===== src/pcsa_pkg.sv =====
// ----------------------------------------------------------------------------
// pcsa_pkg
// Types and constants of the pixel charge-share accumulator.
// ----------------------------------------------------------------------------
package pcsa_pkg;

  localparam int SUB_CELL_W = 16;
  localparam int DEPTH_W    = 13;
  localparam int EV_W       = 24;
  localparam int SUM_W      = 32;
  localparam int SHARE_W    = 7;
  localparam int BASE_W     = 6;
  localparam int CFG_INDEX_W = 1;
  localparam int CFG_DATA_W  = 7;
  localparam int SUBDIV      = 3;

  localparam logic KIND_DEPOSIT = 1'b0;
  localparam logic KIND_READ    = 1'b1;

  localparam logic [CFG_INDEX_W-1:0] CFG_SHARE_FRACTION = 1'b0;
  localparam logic [CFG_INDEX_W-1:0] CFG_CHIP_BASE      = 1'b1;

  localparam logic [SHARE_W-1:0] SHARE_FRACTION_RESET = 7'd84;
  localparam logic [BASE_W-1:0]  CHIP_BASE_RESET      = 6'd11;

  typedef struct packed {
    logic                  kind;
    logic [SUB_CELL_W-1:0] sub_cell;
    logic [DEPTH_W-1:0]    depth_q4;
    logic [EV_W-1:0]       deposit_ev;
    logic [3:0]            read_chip;
    logic [5:0]            read_column;
    logic [6:0]            read_row;
  } pcsa_in_t;

  typedef struct packed {
    logic [SUM_W-1:0] pixel_sum;
    logic             saturated;
  } pcsa_out_t;

  typedef struct packed {
    logic drop;
    logic h_en;
    logic h_plus;
    logic v_en;
    logic v_plus;
  } pcsa_loc_t;

endpackage


===== src/pcsa_locate.sv =====
// ----------------------------------------------------------------------------
// pcsa_locate
// Step sequence that turns a deposit into a pixel address, drop flag, share
// directions, share and kept energy.
// ----------------------------------------------------------------------------
module pcsa_locate #(
  parameter  int CHIPS   = 16,
  parameter  int COLUMNS = 52,
  parameter  int ROWS    = 80,
  localparam int ADDR_W  = $clog2(CHIPS * COLUMNS * ROWS)
) (
  input  logic                         clk,
  input  logic                         rst,
  input  logic                         start,
  input  pcsa_pkg::pcsa_in_t           item,
  input  logic [pcsa_pkg::SHARE_W-1:0] share_fraction,
  input  logic [pcsa_pkg::BASE_W-1:0]  chip_base,
  output logic                         done,
  output pcsa_pkg::pcsa_loc_t          loc,
  output logic [ADDR_W-1:0]            addr,
  output logic [pcsa_pkg::EV_W-1:0]    share,
  output logic [pcsa_pkg::EV_W-1:0]    keep
);
  import pcsa_pkg::*;

  localparam int STAGES    = 8;
  localparam int CHIP_W    = (CHIPS > 1) ? $clog2(CHIPS) : 1;
  localparam int COL_W     = $clog2(COLUMNS);
  localparam int LINE_W    = $clog2(CHIPS * COLUMNS);
  localparam int SC        = SUBDIV * COLUMNS;
  localparam int SC2       = 2 * SC;
  localparam int PIX_ROW   = SUBDIV * SC;
  localparam int SUBCOL_W  = $clog2(SC);
  localparam longint unsigned RECIP = (64'd1 << 32) / PIX_ROW;
  localparam int THIRD_MUL   = 683;
  localparam int THIRD_SHIFT = 11;
  localparam logic [1:0] THIRD_LOW  = 2'd0;
  localparam logic [1:0] THIRD_MID  = 2'd1;
  localparam logic [1:0] THIRD_HIGH = 2'd2;

  logic [STAGES-1:0]           stg;
  logic [SUB_CELL_W-1:0]       x;
  logic [47:0]                 prod;
  logic [BASE_W-1:0]           slot;
  logic [30:0]                 sprod;
  logic [EV_W-1:0]             ev;
  logic [SUB_CELL_W-1:0]       q0;
  logic [31:0]                 qd;
  logic                        chip_ok;
  logic [CHIP_W-1:0]           chip;
  logic [SUB_CELL_W-1:0]       r;
  logic [SUB_CELL_W-1:0]       row;
  logic [1:0]                  cy;
  logic [SUBCOL_W-1:0]         subcol;
  logic                        row_ok;
  logic [LINE_W-1:0]           line_base;
  logic [COL_W-1:0]            col;
  logic [1:0]                  cx;
  logic [LINE_W-1:0]           line;
  logic [SUB_CELL_W-1:0]       r0;
  logic [BASE_W:0]             diff;

  assign r0   = x - qd[SUB_CELL_W-1:0];
  assign diff = {1'b0, slot} - {1'b0, chip_base};
  assign done = stg[STAGES-1];

  always_ff @(posedge clk) begin
    if (rst) begin
      stg <= '0;
    end else begin
      stg <= {stg[STAGES-2:0], start};
    end

    if (start) begin
      x     <= item.sub_cell;
      prod  <= 48'(item.sub_cell) * 48'(RECIP);
      slot  <= BASE_W'((14'(item.depth_q4) + 14'd128) >> 8);
      sprod <= 31'(item.deposit_ev) * 31'(share_fraction);
      ev    <= item.deposit_ev;
    end

    if (stg[0]) begin
      q0      <= prod[47:32];
      qd      <= 32'(prod[47:32]) * 32'(PIX_ROW);
      share   <= EV_W'((sprod + 31'd128) >> 8);
      chip_ok <= !diff[BASE_W] && (int'(diff) < CHIPS);
      chip    <= CHIP_W'(diff[BASE_W-1:0]);
    end

    if (stg[1]) begin
      if (r0 >= SUB_CELL_W'(PIX_ROW)) begin
        r   <= r0 - SUB_CELL_W'(PIX_ROW);
        row <= q0 + 16'd1;
      end else begin
        r   <= r0;
        row <= q0;
      end
    end

    if (stg[2]) begin
      if (r >= SUB_CELL_W'(SC2)) begin
        cy     <= THIRD_HIGH;
        subcol <= SUBCOL_W'(r - SUB_CELL_W'(SC2));
      end else if (r >= SUB_CELL_W'(SC)) begin
        cy     <= THIRD_MID;
        subcol <= SUBCOL_W'(r - SUB_CELL_W'(SC));
      end else begin
        cy     <= THIRD_LOW;
        subcol <= SUBCOL_W'(r);
      end
      row_ok    <= int'(row) < ROWS;
      line_base <= LINE_W'(int'(chip) * COLUMNS);
    end

    if (stg[3]) begin
      col <= COL_W'((int'(subcol) * THIRD_MUL) >> THIRD_SHIFT);
    end

    if (stg[4]) begin
      cx   <= 2'(int'(subcol) - int'(col) * SUBDIV);
      line <= LINE_W'(int'(line_base) + int'(col));
    end

    if (stg[5]) begin
      addr       <= ADDR_W'(int'(line) * ROWS + int'(row));
      loc.drop   <= !(chip_ok && row_ok);
      loc.h_en   <= (cx == THIRD_LOW && col != '0) ||
                    (cx == THIRD_HIGH && int'(col) != COLUMNS - 1);
      loc.h_plus <= (cx == THIRD_HIGH);
      loc.v_en   <= (cy == THIRD_LOW && row != '0) ||
                    (cy == THIRD_HIGH && int'(row) != ROWS - 1);
      loc.v_plus <= (cy == THIRD_HIGH);
    end

    if (stg[6]) begin
      keep <= ev - (loc.h_en ? share : '0) - (loc.v_en ? share : '0);
    end
  end

endmodule


===== config.mk =====
export PLATFORM = sky130hd
export DESIGN_NAME = pcsa_locate
export DESIGN_NICKNAME = d
export VERILOG_FILES = /design/src/pcsa_pkg.sv /design/src/pcsa_locate.sv
export SDC_FILE = /design/constraint.sdc
export NUM_CORES = 1
export LEC_CHECK = 0
export BUFFER_PORTS_ARGS = -buffer_cell sky130_fd_sc_hd__buf_2
export CAP_MARGIN = 25
export CORE_UTILIZATION = 55
export DETAILED_ROUTE_END_ITERATION = 10
export PLACE_DENSITY = 0.74
export SYNTH_ARGS = -nofsm -noshare
export SYNTH_HDL_FRONTEND = slang
export SYNTH_SLANG_ARGS = --single-unit

===== constraint.sdc =====
create_clock -name clk -period 7.29 [get_ports clk]
set_input_delay 0.729 -clock clk [delete_from_list [all_inputs] [get_ports clk]]
set_output_delay 0.729 -clock clk [all_outputs]
set_load 0.005 [all_outputs]

==> metrics.md <==
| Metric | Value |
|---|---|
| Setup crit end kind | `flip-flop` |
| Clock Tree Root | `sky130_fd_sc_hd__clkbuf_16` |
| Deepest level of the CTS H-tree | `1` |
| Peak supply drop | `394 uV` |
| Clock tree from TritonCTS | `built` |
| Slew Limit Headroom | `44.8%` |
| Total half-perimeter wirelength after legalization and detailed placement | `35500 um` |
| Startpoint type of the worst setup path | `primary input` |
| Placer's final routability congestion estimate | `0.870` |
| Worst hold path depth | `0` |
| Vias after detailed routing | `14500` |
| Most instantiated flip-flop cell in the synthesis netlist | `sky130_fd_sc_hd__edfxtp_1` |
| Path type of the worst setup path | `in2reg` |
| Share of the yosys chip area belonging to registers | `32.8%` |
| Die X-Extent | `202 um` |
| Clock tree buffer depth | `3` |
| Area overhead of the layout relative to synthesis | `10.3%` |
| Post-CTS Repair Setup Buffers | `0` |
| Ratio of cells with drive above 1 in the final layout | `9.51%` |
| Count of input and output buffers | `131` |
| Sum of negative setup slack | `0 ns` |
| Share of the synthesized area in the top cell type | `32.1%` |
| Die Height | `202 um` |
| CTS Buf Count | `26` |
| Transition time of the tightest slew-check pin | `0.828 ns` |
| Later-pin clock latency in the skew report | `0.53 ns` |
| Diodes inserted | `0` |
| Number of hold violations in the final report | `0` |
| Number of clock sinks seen by CTS | `242` |
| Highest attainable clock frequency | `179 MHz` |
| Fraction of the core area covered by cells at the end of the flow | `62.0%` |
| Largest net degree at the start of global routing | `80` |
| Net count, final | `2715` |
| Most common library cell in the layout ignoring fill and taps | `sky130_fd_sc_hd__ha_1` |
| Leakage power total | `10.9 nW` |
| Number of I/O pins | `158` |
| Placeable core area | `0.0390 mm^2` |
| Netlist area before placement | `0.0219 mm^2` |
| Synthesized area per cell | `11.1 um^2` |
| Crit-path max FO | `24` |
| Largest clock skew in the final design | `0.0139 ns` |
| Total power | `8.18 mW` |
| Number of remaining DRC errors | `0` |
| Grt total ovfl | `0` |
| Ratio of routed vias to standard cells | `5.48` |
| Yosys warning count | `0` |
| Global-route total usage across every layer | `22.6%` |
| Post-synthesis register bit count | `242` |
| Total wire length | `44400 um` |
| Worst-path clk slew | `0.06 ns` |
| Endpoint of the most critical register-to-register path | `col[5]` |
| Hold path start | `r[1]` |
| Area of the die | `0.0406 mm^2` |
| Largest area contributor in the synthesized netlist | `sky130_fd_sc_hd__edfxtp_1` |
| Worst reg-to-reg setup slack | `2.78 ns` |
| EDFF count, synth | `234` |
| Average wire length per cell after detail routing | `16.8 um` |
| Max Slew Vio Count | `0` |
| Startpoint of the worst register-to-register path | `subcol[4]` |
| Path category of the worst min-delay check | `reg2reg` |
| Resized Gates After CTS | `0` |
| Most frequent cells in the layout | `sky130_fd_sc_hd__ha_1, sky130_fd_sc_hd__inv_1, sky130_fd_sc_hd__edfxtp_1` |
| Endpoint, Worst Hold | `subcol[1]` |
| Hold Buf Count CTS | `0` |
| Detail Route Antenna Nets | `0` |
| Top post-synthesis cells by area | `sky130_fd_sc_hd__edfxtp_1, sky130_fd_sc_hd__ha_1, sky130_fd_sc_hd__fa_1` |
| RSZ-0062 raised after global routing | `no` |
| Filler cell count in the final layout | `3059` |
| Power density cells | `339 mW/mm^2` |
| R2R depth | `16` |
| Wire length of the first global-routing pass | `74400 um` |
| Count of maximum capacitance violations | `0` |
| First-iteration detailed-routing DRC count | `851` |
| Final clock period utilization by the worst path | `76.5%` |
| Initial cell density of the core | `56.2%` |
| Antenna violations before repair | `2` |
| Fin crit period | `5.58 ns` |
| First-pass iteration count of the detailed router | `5` |
| Ys async rst share | `0%` |
| Number of standard cells after synthesis | `1975` |
| Final Setup Violations | `0` |
| Vias in the first global route | `15300` |
| Number of rows in the core area | `72` |
| Library cells used by synthesis | `72` |
| Post-synthesis net count | `2575` |
| Result of the run | `finished, final reports clean` |
| WP data arrival | `5.85 ns` |
| Critical path data required time | `7.57 ns` |
## cells by family after synthesis
logic type      after synthesis  share of synthesized area, %
compound gates              258                          7.60
xor+xnor                    154                          6.16
fa+ha+maj                   513                          35.9
buf+inv                     288                          5.02
flops                       242                          32.8
mux                           3                         0.137
other cells                   1                        0.0171
simple gates                516                          12.3
## metal layers
layer,vias up,global-route usage (%),part of all wire [%],routed length [um]
met5,-,0,0.018,8
li1,7041,-,-,-
met1,7134,30.8,45,20000
met4,2,5.11,1.6,733
met2,310,38.5,48,21400
met3,47,2.82,5.3,2340
## synthesized netlist by cell type, types with 6 or more instances
| cell type | instances |
|---|---|
| sky130_fd_sc_hd__nand3_1 | 32 |
| sky130_fd_sc_hd__dfxtp_1 | 8 |
| sky130_fd_sc_hd__nand2b_1 | 14 |
| sky130_fd_sc_hd__xnor2_1 | 106 |
| sky130_fd_sc_hd__a211oi_1 | 10 |
| sky130_fd_sc_hd__inv_1 | 262 |
| sky130_fd_sc_hd__and2_1 | 121 |
| sky130_fd_sc_hd__nor2_1 | 72 |
| sky130_fd_sc_hd__clkbuf_1 | 20 |
| sky130_fd_sc_hd__a2111oi_0 | 6 |
| sky130_fd_sc_hd__xor2_1 | 48 |
| sky130_fd_sc_hd__o21bai_1 | 14 |
| sky130_fd_sc_hd__ha_1 | 319 |
| sky130_fd_sc_hd__o31ai_1 | 6 |
| sky130_fd_sc_hd__o21a_1 | 9 |
| sky130_fd_sc_hd__nand4_1 | 16 |
| sky130_fd_sc_hd__and3_1 | 13 |
| sky130_fd_sc_hd__o21ai_0 | 48 |
| sky130_fd_sc_hd__a21oi_1 | 84 |
| sky130_fd_sc_hd__nor3b_1 | 7 |
| sky130_fd_sc_hd__nand2_1 | 145 |
| sky130_fd_sc_hd__edfxtp_1 | 234 |
| sky130_fd_sc_hd__a21boi_0 | 6 |
| sky130_fd_sc_hd__nor3_1 | 28 |
| sky130_fd_sc_hd__fa_1 | 194 |
| sky130_fd_sc_hd__nor2b_1 | 30 |
| sky130_fd_sc_hd__a21o_1 | 32 |
## stage by stage
step	area [um^2]	worst slack (ns)	instances	hold slack (ns)
after floorplan	21900	1.77	1975	0.427
final	24200	1.71	2652	0.459
after detailed placement	23100	1.17	2601	0.446
after global placement	23100	1.21	2600	0.447
after global routing	24200	1.34	2652	0.461
after CTS	24100	1.70	2648	0.457
## registers in the layout, summed over array words and instances, names as in the netlist, 8 cells and up
| register | flops |
|---|---|
| subcol | 8 |
| prod | 8 |
| sprod | 24 |
| stg | 8 |
| share | 23 |
| row | 9 |
| ev | 24 |
| line | 10 |
| keep | 24 |
| r | 16 |
| line_base | 8 |
| x | 16 |
| addr | 17 |
| qd | 14 |
## how the worst max path moves through the flow
| stage | from | end | slack [ns] | cells past startpoint |
|---|---|---|---|---|
| global route | share_fraction[6] | sprod[28] | 1.34 | 17 |
| finish | share_fraction[6] | sprod[28] | 1.71 | 17 |
| CTS | share_fraction[5] | sprod[28] | 1.70 | 16 |
| floorplan | share_fraction[5] | sprod[28] | 1.77 | 17 |
| global placement | share_fraction[6] | sprod[28] | 1.21 | 17 |
| detailed placement | share_fraction[6] | sprod[28] | 1.17 | 17 |
## final cells by class
type / count / area (um^2) / area share, %
Multi-Input combinational cell: 1445 / 13600 / 56.4
Sequential cell: 242 / 7190 / 29.7
Inverter: 262 / 983 / 4.07
Timing Repair Buffer: 138 / 803 / 3.32
Clock buffer: 30 / 687 / 2.84
Tap cell: 518 / 648 / 2.68
Clock inverter: 17 / 234 / 0.968
## worst max-delay path, cell delays in order
cell                        delay (ns)
sky130_fd_sc_hd__buf_2            0.38
sky130_fd_sc_hd__nand2_1          0.16
sky130_fd_sc_hd__fa_1             0.53
sky130_fd_sc_hd__fa_1             0.54
sky130_fd_sc_hd__inv_1            0.05
sky130_fd_sc_hd__fa_1             0.50
sky130_fd_sc_hd__fa_1             0.49
sky130_fd_sc_hd__ha_1             0.34
sky130_fd_sc_hd__a21oi_1          0.12
sky130_fd_sc_hd__o21ai_0          0.08
sky130_fd_sc_hd__a41oi_1          0.36
sky130_fd_sc_hd__a2111oi_0        0.25
sky130_fd_sc_hd__o41ai_1          0.54
sky130_fd_sc_hd__o221ai_1         0.26
sky130_fd_sc_hd__a21oi_1          0.27
sky130_fd_sc_hd__o21bai_1         0.10
sky130_fd_sc_hd__xor2_1           0.14
## where the power goes
part | total, mW | switching, mW | internal, mW
Sequential | 2.23 | 0.178 | 2.06
Clock | 1.40 | 0.540 | 0.857
Combinational | 4.55 | 2.51 | 2.05
Total | 8.18 | 3.22 | 4.96
No activity file was read; power rests on OpenSTA's default activity.
